==> src/sv/vdib_pkg.sv <==
// ----------------------------------------------------------------------------
// Vertex dedup package
// Shared types and codes for the vertex deduplication index builder.
// ----------------------------------------------------------------------------
package vdib_pkg;

  typedef enum logic [2:0] {
    CMD_LOAD_POS  = 3'd0,
    CMD_LOAD_NORM = 3'd1,
    CMD_LOAD_TEX  = 3'd2,
    CMD_CORNER    = 3'd3,
    CMD_CLEAR     = 3'd4
  } cmd_t;

  localparam logic [1:0] ST_OK   = 2'd0;
  localparam logic [1:0] ST_MISS = 2'd1;
  localparam logic [1:0] ST_FULL = 2'd2;

  localparam int VERT_WORDS = 3 + 3 + 2;
  localparam int VERT_BITS  = 32 * VERT_WORDS;
  localparam int IDX_W      = 11;
  localparam int EIDX_W     = 10;

  // One input transaction.
  typedef struct packed {
    logic [2:0]       command;
    logic [31:0]      value_x;
    logic [31:0]      value_y;
    logic [31:0]      value_z;
    logic [IDX_W-1:0] position_index;
    logic [IDX_W-1:0] texture_index;
    logic [IDX_W-1:0] normal_index;
  } in_item_t;

  // One result transaction.
  typedef struct packed {
    logic [1:0]        status;
    logic [EIDX_W-1:0] element_index;
    logic              new_vertex;
    logic [31:0]       pos_x;
    logic [31:0]       pos_y;
    logic [31:0]       pos_z;
    logic [31:0]       norm_x;
    logic [31:0]       norm_y;
    logic [31:0]       norm_z;
    logic [31:0]       tex_u;
    logic [31:0]       tex_v;
  } out_item_t;

  // Float equality of one word: signed zeros match, NaN never matches.
  function automatic logic word_eq(input logic [31:0] a, input logic [31:0] b);
    logic nan_a;
    logic nan_b;
    nan_a = a[30:0] > 31'h7F800000;
    nan_b = b[30:0] > 31'h7F800000;
    if (nan_a || nan_b) return 1'b0;
    if ((a[30:0] | b[30:0]) == 31'd0) return 1'b1;
    return a == b;
  endfunction

  function automatic logic vert_eq(input logic [VERT_BITS-1:0] a,
                                   input logic [VERT_BITS-1:0] b);
    logic r;
    r = 1'b1;
    for (int k = 0; k < VERT_WORDS; k++) begin
      r = r & word_eq(a[32*k +: 32], b[32*k +: 32]);
    end
    return r;
  endfunction

endpackage

==> src/sv/vdib_fifo.sv <==
// ----------------------------------------------------------------------------
// Vertex dedup command queue
// Two-entry queue between the front and the back part.
// ----------------------------------------------------------------------------
module vdib_fifo import vdib_pkg::*; (
  input  logic     clk,
  input  logic     rst,
  input  logic     push,
  input  in_item_t push_data,
  output logic     full,
  input  logic     pop,
  output logic     empty,
  output in_item_t pop_data
);
  in_item_t   slots [2];
  logic       wptr;
  logic       rptr;
  logic [1:0] fill;

  assign full     = fill == 2'd2;
  assign empty    = fill == 2'd0;
  assign pop_data = slots[rptr];

  // Pointers and fill level.
  always_ff @(posedge clk) begin
    if (rst) begin
      wptr <= 1'b0;
      rptr <= 1'b0;
      fill <= 2'd0;
    end else begin
      if (push && !full) begin
        wptr <= ~wptr;
      end
      if (pop && !empty) begin
        rptr <= ~rptr;
      end
      fill <= fill + {1'b0, push && !full} - {1'b0, pop && !empty};
    end
  end

  // Payload storage.
  always_ff @(posedge clk) begin
    if (push && !full) begin
      slots[wptr] <= push_data;
    end
  end
endmodule

==> config.mk <==
export PLATFORM = sky130hd
export DESIGN_NAME = vdib_fifo
export DESIGN_NICKNAME = d
export VERILOG_FILES = /design/src/sv/vdib_pkg.sv /design/src/sv/vdib_fifo.sv
export SDC_FILE = /design/constraint.sdc
export NUM_CORES = 1
export LEC_CHECK = 0
export ABC_CLOCK_PERIOD_IN_PS = 6300
export BUFFER_PORTS_ARGS = -buffer_cell sky130_fd_sc_hd__buf_2
export CAP_MARGIN = 20
export CORE_ASPECT_RATIO = 1.75
export CORE_MARGIN = 5
export CORE_UTILIZATION = 56
export DETAILED_ROUTE_END_ITERATION = 7
export PLACE_DENSITY = 0.84
export SYNTH_ARGS = -nofsm -noshare
export SYNTH_HDL_FRONTEND = slang
export SYNTH_SLANG_ARGS = --single-unit
==> constraint.sdc <==
create_clock -name clk -period 6.3 [get_ports clk]
set_input_delay 0.63 -clock clk [delete_from_list [all_inputs] [get_ports clk]]
set_output_delay 0.63 -clock clk [all_outputs]
set_load 0.05 [all_outputs]
# Yosys cells after proc, flatten, opt, wreduce, memory -nomap -nowiden
# Memory sizes are Yosys's and may differ from the RTL's. A register that Yosys moved wholly into a read port is not among the register bits.
# Cells that the tools add are included.
# Widths: inputs -> output; s select.
[classes] addsub=2 n_eq_ne=1 n_mux=4 bitwise_logic=2 n_reduce_logical=5
[op_table] cell="$mux 1" n=4
[op_table] cell="$add 2x1->2" n=1
[op_table] cell="$eq 2x2->1 const B" n=1
[op_table] cell="$logic_and 1x1->1" n=2
[op_table] cell="$logic_not 1->1" n=2
[op_table] cell="$logic_not 2->1" n=1
[op_table] cell="$not 1->1" n=2
[op_table] cell="$sub 2x1->2" n=1
[word_totals] reg_bits=4 mem_bits_rw=264 input_bits=136 wordCells=18 memories=1
[mem_list] name="slots" words=2 word_bits=132 read_ports=1 rd_ports_with_merged_regs=1 wr=1 line="vdib_fifo.sv:15" rtl="in_item_t slots [2];"

# Logic depth before layout (Yosys ltp)
# Gate-level depths: netlist of run 1.
[depth] word_depth=5 mapped_depth=8 ltp_nobuf=8

# Worst setup path after synthesis of run 1
# No wires, ideal clock.
[synth_path] path_type="input -> register" startpoint="input push" endpoint="memory slots[1][0] (netlist name) (enable)" arrival_time_ns=3.717 required_ns=5.792 slack_ns=2.076 path_stages=1 path_buffers=0 path_cell_list="and3_1"
[synth_via] elab_chain_len=3
[synth_lines] item="start: declaration" line="vdib_fifo.sv:8" rtl="input logic push,"
[synth_lines] item="$logic_and 1x1->1" line="vdib_fifo.sv:43" rtl="if (push && !full) begin"
[synth_lines] item="$mux 1" line="vdib_fifo.sv:43"
[synth_lines] item="$mux 1 (not written as such)" line="vdib_fifo.sv:44" rtl="slots[wptr] <= push_data;"
[synth_lines] item="end: declaration" line="vdib_fifo.sv:15"
# Every way passes these cells.

==> results of run 1 <==
## stage by stage
stage | instances | cell area (um^2)
4_1_cts | 969 | 12300
5_1_grt | 976 | 12400
3_3_place_gp | 929 | 11600
3_5_place_dp | 929 | 11600
6_report | 976 | 12400
2_1_floorplan | 438 | 10100
## cell type report
cell class | count | area, um^2
antenna | 5 | 12.5
clock buffer | 28 | 594
clock inverter | 12 | 108
fill | 1166 | 5490
inverter | 4 | 17.5
multi-input combinational | 150 | 1910
sequential | 269 | 8030
tap | 234 | 293
timing repair buffer | 274 | 1440
## cells by family after synthesis
logic type	count (synthesis)	synth area share
AO/OA/AOI/OAI	3	0.00174
XOR/XNOR	2	0.00174
adder cells (fa/ha/maj)	2	0.00248
buffers and inverters	19	0.0155
flip-flops	269	0.796
multiplexers	132	0.177
AND/OR/NAND/NOR	11	0.00571
## final timing paths
check / from / depth (start not counted) / endpoint / slack [ns]
setup / recovery: register / 4 / pop_data[48] / 3.18
hold / removal: push_data[50] / 1 / slots[1][50] / 0.31
setup reg to reg: fill[0] / 3 / slots[1][49] / 3.69
hold reg to reg: rptr / 2 / rptr / 0.53
## per-layer routing
metal | part of all wire | global-route usage | vias to the layer above
li1 | - | - | 2307
met3 | 0.061 | 0.0375 | 52
met2 | 0.57 | 0.345 | 217
met4 | 0.038 | 0.0857 | 2
met5 | 0.00067 | 0 | -
met1 | 0.33 | 0.185 | 2521
## flip-flops by register name, indices dropped and copies added, names as in the netlist, named ones only
register,count
wptr,1
slots,264
rptr,1
fill,2
## cell usage in the layout (no fill, tap or decap), drive strengths merged
cell type  Yosys  layout
xnor2          1       1
clkinvlp       0       1
bufinv         0       2
nor2           4       4
buf           15     274
clkbuf         0      28
and3           1       1
a21oi          1       1
diode          0       5
o21ai          1       1
clkinv         0       9
or3            1       1
dfxtp          5       5
nor3           1       1
nand2b         1       1
edfxtp       264     264
inv            4       4
mux2         132     132
o21a           1       1
ha             2       2
nor2b          1       1
and2           1       1
xor2           1       1
nand2          1       1
## power breakdown
part	switching [mW]	leakage, nW	total, mW	internal [mW]
Sequential	0.0880	2.51	2.37	2.28
Clock	0.580	0.344	1.33	0.752
Combinational	1.64	1.94	2.34	0.703
Total	2.30	4.79	6.04	3.74
==> impl_metrics.ini, run 1 <==
[run_status]
status = completed

[layout]
layout-drive-gt1-share = 0.598
fin_util = 0.693
areaGrowthSynthToFinish_pct = 22.9
nets = 860

[logic_synthesis]
synth_seq_cells = 269
postSynthAreaPerCell_um2 = 23.0
yosysWarnings = 0
synth.area.top_cells = edfxtp_1 79%, mux2_4 12%, mux2_2 5.8%, buf_6 1.0%, dfxtp_1 0.99%
yosys.area.top_type = edfxtp_1
async_reset_ff_frac = 0
synth_top_cell_area_share = 0.786
synth_edf_count = 264
yosysSeqAreaShare = 0.796
synth_cell_types = 22
yosysMostFrequentCell = edfxtp_1
synth_flop_cell = edfxtp_1
yosys-top-cells-count = 264 x edfxtp_1, 80 x mux2_4, 52 x mux2_2
synth_nets = 576
syn_inst = 438
syn_area_um2 = 10100

[clock_network]
clockBufferDepth = 3
worstSkewPairLatency_ns = 0.50
clk_pin_slew_ns = 0.07
cts_tree = done
cts-resized-gates = 0
cts_root_buf = clkbuf_16
cts_max_level = 1
cts_inserted_buffers = 23
clock-sinks = 269
holdBufCountCts = 0
cts_setup_buffers = 0

[timing]
tightest_slew_ns = 0.909
finalSetupViolCount = 0
fin_setup_tns_ns = 0
setup_ws_ns = 3.18
hold_slack_ns = 0.310
fin_crit_sh = 0.496
post-route-min-period_ns = 3.12
maxSlewHeadroom = 0.394
finalMaxSlewViolations = 0
hold_viol_final = 0
rsz0062_at_grt = no
fmax_ghz = 0.320
fin_skew_ns = 0.0116

[floorplanning]
die_w_um = 111
num_io_pins = 270
num_rows = 65
core_area_um2 = 17900
die_height_um = 188
die_area_um2 = 20900
initial_core_util = 0.564

[setup_path]
slowest_delay_ns = 0.53
crit_path_end_kind = primary output
path_cells = buf_16 -> buf_12 -> mux2_2 -> buf_2
crit_arrival_ns = 2.49
path_max_fanout = 68
path_delay_family = buffers and inverters
cp.required_ns = 5.67
crit_type = register to primary output
startpoint_type = register
slowest_stage = dfxtp_4
path_buf_inv = 3

[flow_run]
drv_cap = 0

[drt]
routed_wl_um = 19500
drt-initial-drc-count = 211
drc_errors = 0
vias = 5099
postRouteAntennaNets = 0
wl_per_cell_um = 20.0
drt_first_pass_iters = 4
vias_per_cell = 5.22

[global_route]
grt_pass1_vias = 5537
grt.overflow.total = 0
antenna_found_initial = 6
grt_max_degree = 84
grt_pass1_wl_um = 29500
grt_usage = 0.181

[power_and_ir_drop]
fin_total_pwr_mw = 6.04
power_density_nw_per_um2 = 487
leakage_nw = 4.80
peakVddDrop_mv = 0.436

[hold_path]
min_path_type = primary input to register

[placement]
dp_hpwl_um = 13500
dp_slack_ns = 3.17
place.gp.congestion = 0.750
port_buffers = 269
Power figures use the tool's default switching activity.
==> inputs of run 2 (changes only) <==
--- a/config.mk
+++ b/config.mk
@@ -5,14 +5,15 @@
 export SDC_FILE = /design/constraint.sdc
 export NUM_CORES = 1
 export LEC_CHECK = 0
-export ABC_CLOCK_PERIOD_IN_PS = 6300
+export ABC_AREA = 1
+export ABC_CLOCK_PERIOD_IN_PS = 3100
 export BUFFER_PORTS_ARGS = -buffer_cell sky130_fd_sc_hd__buf_2
 export CAP_MARGIN = 20
 export CORE_ASPECT_RATIO = 1.75
 export CORE_MARGIN = 5
-export CORE_UTILIZATION = 56
+export CORE_UTILIZATION = 52
 export DETAILED_ROUTE_END_ITERATION = 7
-export PLACE_DENSITY = 0.84
+export PLACE_DENSITY = 0.79
 export SYNTH_ARGS = -nofsm -noshare
 export SYNTH_HDL_FRONTEND = slang
 export SYNTH_SLANG_ARGS = --single-unit
==> constraint.sdc (replaced) <==
create_clock -name clk -period 3.1 [get_ports clk]
set_input_delay 0.31 -clock clk [delete_from_list [all_inputs] [get_ports clk]]
set_output_delay 0.31 -clock clk [all_outputs]
set_load 0.05 [all_outputs]
==> impl_metrics.ini, run 2 <==
[run_status]
status = completed

[logic_synthesis]
synth_seq_cells = 269
yosysSeqAreaShare = 0.794
yosysMostFrequentCell = edfxtp_1
synth_edf_count = 264
synth_cell_types = 13
yosysWarnings = 0
syn_area_um2 = 10100
syn_inst = 450
async_reset_ff_frac = 0
synth.area.top_cells = edfxtp_1 78%, mux2_4 12%, mux2_2 5.8%, buf_6 1.0%, dfxtp_1 0.99%
yosys-top-cells-count = 264 x edfxtp_1, 80 x mux2_4, 52 x mux2_2
synth_nets = 588
postSynthAreaPerCell_um2 = 22.5
yosys.area.top_type = edfxtp_1
synth_flop_cell = edfxtp_1
synth_top_cell_area_share = 0.784

[global_route]
grt_max_degree = 79
grt_pass1_wl_um = 34100
grt_usage = 0.196
grt_pass1_vias = 6473
antenna_found_initial = 3
grt.overflow.total = 0

[layout]
num-fill-cells = 1140
areaGrowthSynthToFinish_pct = 35.2
layout_commonest_cell = buf_2
largest_register_ffs = 264
final_cell_mix = 269 x buf_2, 264 x edfxtp_1, 122 x dlygate4sd3_1
nets = 996
regMostFlops = slots
fin_cells = 1118
layout-drive-gt1-share = 0.506
biggestRegsByFlops = slots x264, fill x2

[clock_network]
clockBufferDepth = 3
cts-resized-gates = 0
cts_max_level = 1
worstSkewPairLatency_ns = 0.50
cts_inserted_buffers = 23
clock-sinks = 269
cts_tree = done
clk_pin_slew_ns = 0.07
cts_root_buf = clkbuf_16

[drt]
postRouteAntennaNets = 0
vias_per_cell = 5.06
drc_errors = 0
drt-initial-drc-count = 206
vias = 5654
wl_per_cell_um = 20.1
routed_wl_um = 22500
drt_first_pass_iters = 5

[hold_path]
hold_depth = 1
min_path_type = primary input to register

[floorplanning]
die_height_um = 194
num_io_pins = 270
core_area_um2 = 19100
initial_core_util = 0.529
die_w_um = 115
die_area_um2 = 22400
num_rows = 67

[timing]
finalMaxSlewViolations = 0
fin_crit_sh = 0.810
post-route-min-period_ns = 2.51
rsz0062_at_grt = no
hold_viol_final = 0
maxSlewHeadroom = 0.421
fmax_ghz = 0.398
tightest_slew_ns = 0.868
fin_setup_tns_ns = 0
fin_skew_ns = 0.0130
hold_slack_ns = 0.0154
finalSetupViolCount = 0

[setup_path]
r2r_setup_slack_ns = 1.25
rr_endpoint = slots[1][99]
path_max_fanout = 54
path_cells = buf_4 -> mux2_2 -> buf_2
crit_type = register to primary output
path_buf_inv = 2
slowest_stage = buf_4
crit_arrival_ns = 2.20
cp_num_cells = 3
slowest_delay_ns = 0.65
crit_path_end = pop_data[23]
startpoint_type = register
cp.required_ns = 2.79
crit_path_end_kind = primary output
reg2reg_from = fill[0]
reg2reg_depth = 5
path_delay_family = buffers and inverters

[flow_run]
drv_cap = 0

[placement]
port_buffers = 269
place.gp.congestion = 0.731
dp_cells = 952
dp_hpwl_um = 14100

[power_and_ir_drop]
leakage_nw = 5.35
power_density_nw_per_um2 = 870
peakVddDrop_mv = 0.606
fin_total_pwr_mw = 11.9
## run 2: cell count changes after synthesis, moves of 3 or more
| cell | previous run | this run |
|---|---|---|
| nand3_1 | 0 | 3 |
| nor2_1 | 4 | 9 |
| nand2_1 | 1 | 8 |
| inv_1 | 4 | 10 |
## run 2: stage by stage
| stage | util | cell area, um^2 | setup WS, ns |
|---|---|---|---|
| 2_1_floorplan | - | 10100 | 0.139 |
| 3_3_place_gp | 0.612 | 11700 | 1.17 |
| 3_5_place_dp | 0.612 | 11700 | 1.13 |
| 4_1_cts | 0.713 | 13600 | 0.574 |
| 5_1_grt | 0.715 | 13700 | 0.507 |
| 6_report | 0.715 | 13700 | 0.588 |
## run 2: timing repair
item / 4_1_cts / 5_1_grt
hold buffers: 119 / 3
setup buffers: 0 / 0
endpoints found under the hold margin: 237 / 5
## run 2: logic make-up after synthesis
family,Yosys count,synth area share
adders and majority gates,2,0.00248
DFF,269,0.794
muxes,132,0.177
and+or+nand+nor,20,0.00780
AOI/OAI and AO/OA,2,0.000990
buffers and inverters,25,0.0177
## run 2: final cells by class
type / count / area (um^2) / area share
Sequential cell: 269 / 8030 / 0.588
Clock buffer: 29 / 598 / 0.0438
Clock inverter: 12 / 130 / 0.00952
Inverter: 10 / 41.3 / 0.00302
Timing Repair Buffer: 398 / 2650 / 0.194
Antenna cell: 3 / 7.51 / 0.000549
Multi-Input combinational cell: 156 / 1910 / 0.140
Tap cell: 241 / 302 / 0.0221
## run 2: worst register-to-register path, stage by stage (launching register included)
cell and delay (ns):
dfxtp_1 0.36, inv_1 0.07, nand2_1 0.14, nand3_1 0.15, clkinvlp_4 0.13, buf_4 0.57
## run 2: routing by layer
| layer | global-route usage | wire length, um | share of wire |
|---|---|---|---|
| met1 | 0.207 | 7430 | 0.33 |
| met2 | 0.370 | 12700 | 0.56 |
| met3 | 0.0342 | 1440 | 0.064 |
| met4 | 0.0827 | 904 | 0.040 |
| met5 | 0 | 0 | 0 |
## run 2: worst min path at each step
stage | startpoint | slack, ns | end
detailed placement | rst | 0.49 | fill[0]
CTS | push_data[130] | 0.0002 | slots[1][130]
floorplan | rst | 0.38 | fill[0]
global route | push_data[100] | 0.0008 | slots[0][100]
global placement | rst | 0.48 | fill[0]
finish | push_data[76] | 0.02 | slots[1][76]
## run 2: report_power, final
part,leakage (nW),internal (mW),switching [mW]
logic,2.48,1.32,3.01
registers,2.51,4.62,0.145
clock network,0.359,1.61,1.18
==> inputs of run 3 (changes only) <==
--- a/config.mk
+++ b/config.mk
@@ -5,8 +5,8 @@
 export SDC_FILE = /design/constraint.sdc
 export NUM_CORES = 1
 export LEC_CHECK = 0
-export ABC_AREA = 1
-export ABC_CLOCK_PERIOD_IN_PS = 3100
+export ABC_AREA = 0
+export ABC_CLOCK_PERIOD_IN_PS = 2450
 export BUFFER_PORTS_ARGS = -buffer_cell sky130_fd_sc_hd__buf_2
 export CAP_MARGIN = 20
 export CORE_ASPECT_RATIO = 1.75
==> constraint.sdc (replaced) <==
create_clock -name clk -period 2.45 [get_ports clk]
set_input_delay 0.245 -clock clk [delete_from_list [all_inputs] [get_ports clk]]
set_output_delay 0.245 -clock clk [all_outputs]
set_load 0.05 [all_outputs]
==> impl_metrics.ini, run 3 (synthesized netlist as in run 1, its figures left out) <==
[setup_path]
path_cells = buf_4 -> mux2_2 -> buf_2
cp.required_ns = 2.20
startpoint_type = register
crit_path_end_kind = primary output
crit_arrival_ns = 2.09
crit_type = register to primary output
path_max_fanout = 34
slowest_stage = dfxtp_4
slowest_delay_ns = 0.72

[layout]
layout-drive-gt1-share = 0.513
num-fill-cells = 1094
nets = 1001
fin_cells = 1123
layout_commonest_cell = buf_2
final_cell_mix = 269 x buf_2, 264 x edfxtp_1, 133 x dlygate4sd3_1
largest_register_ffs = 264
regMostFlops = slots
areaGrowthSynthToFinish_pct = 37.8
biggestRegsByFlops = slots x264, fill x2

[power_and_ir_drop]
peakVddDrop_mv = 0.845
pwr-share-clk = 0.221
swShare = 0.380
power.share.combinational = 0.396
leakage_nw = 5.41
switchingPower_mw = 6.11
power_density_nw_per_um2 = 1160
seq_power_share = 0.383
p_int_mw = 9.98

[clock_network]
clk_pin_slew_ns = 0.06
cts_tree = done
cts-resized-gates = 0
clockBufferDepth = 3
cts_inserted_buffers = 23
clock-sinks = 269
worstSkewPairLatency_ns = 0.51
cts_root_buf = clkbuf_16
cts_max_level = 1

[global_route]
grt_pass1_vias = 6391
grt.overflow.total = 0
antenna_found_initial = 2
grt_pass1_wl_um = 34000
grt_max_degree = 89
grt_usage = 0.199

[timing]
fmax_ghz = 0.428
fin_crit_sh = 0.953
maxSlewHeadroom = 0.599
tightest_slew_ns = 0.602
post-route-min-period_ns = 2.34
setup_ws_ns = 0.114
finalSetupViolCount = 0
rsz0062_at_grt = no
fin_setup_tns_ns = 0
finalMaxSlewViolations = 0
fin_skew_ns = 0.0203
hold_viol_final = 0

[drt]
vias = 5684
postRouteAntennaNets = 0
routed_wl_um = 22800
drt_first_pass_iters = 5
drt-initial-drc-count = 261
wl_per_cell_um = 20.3
drc_errors = 0
vias_per_cell = 5.06

[flow_run]
drv_cap = 0

[floorplanning]
num_rows = 67
num_io_pins = 270
die_height_um = 194
core_area_um2 = 19100
die_area_um2 = 22400
initial_core_util = 0.528
die_w_um = 115

[placement]
place.gp.congestion = 0.767
port_buffers = 269
dp_slack_ns = 0.473
dp_hpwl_um = 14000
dp_cells = 946

[hold_path]
min_path_type = primary input to register

[run_status]
status = completed
[run 3: cell types whose count changed in the layout (fill, tap and decap cells not counted), sizes merged, moves of 2 or more]
| cell | before | now |
|---|---|---|
| inv | 9 | 3 |
| dlygate4sd3 | 122 | 133 |
| nand3 | 3 | 0 |
| clkbuf | 29 | 27 |
| clkinv | 9 | 11 |
| nor2 | 9 | 4 |
| nand2 | 8 | 1 |
| buf | 276 | 282 |
[run 3: worst paths after layout]
path	start	end	slack, ns	cells past startpoint
setup / recovery	register	pop_data[23]	0.11	3
hold / removal	push	wptr	0.17	4
setup reg to reg	fill[0]	slots[0][108]	0.47	5
hold reg to reg	rptr	rptr	0.52	2
[run 3: metrics by stage]
stage | total power [mW] | cell area [um^2] | hold WS [ns] | util
5_1_grt | 16.7 | 13900 | 0.216 | 0.727
2_1_floorplan | 11.1 | 10100 | 0.309 | -
4_1_cts | 16.2 | 13900 | 0.162 | 0.727
3_5_place_dp | 12.4 | 11800 | 0.436 | 0.619
3_3_place_gp | 12.3 | 11800 | 0.432 | 0.619
6_report | 16.1 | 13900 | 0.174 | 0.727
[run 3: critical path: cells and delay by family, from the launching register on]
kind	cells	cell delay [ns]
muxes	1	0.35
DFF	1	0.72
buffers and inverters	2	0.49
[run 3: final cells by class]
cell class / instances / area [um^2] / area share
Multi-Input combinational cell: 150 / 1920 / 0.138
Antenna cell: 2 / 5.00 / 0.000360
Clock buffer: 27 / 591 / 0.0425
Timing Repair Buffer: 415 / 2890 / 0.208
Clock inverter: 15 / 143 / 0.0103
Tap cell: 241 / 302 / 0.0217
Inverter: 4 / 22.5 / 0.00162
Sequential cell: 269 / 8030 / 0.578
[run 3: power groups by stage]
stage          clock, mW  combinational, mW  sequential, mW
2_1_floorplan          0               4.99            6.12
3_3_place_gp           0               6.11            6.20
3_5_place_dp           0               6.19            6.26
4_1_cts             3.62               6.37            6.17
5_1_grt             3.83               6.60            6.23
6_report            3.56               6.37            6.17
[run 3: repair_timing]
item	4_1_cts	5_1_grt
setup endpoints to repair	0	0
hold endpoints to repair	269	0
setup buffers	0	0
hold buffers	133	0
[run 3: metal layers]
layer  vias up  global-route usage  routed length, um
met5         -                   0                  0
met4         0              0.0901               1030
met3        62              0.0353               1440
met2       236               0.379              12900
met1      2797               0.205               7430
li1       2589                   -                  -
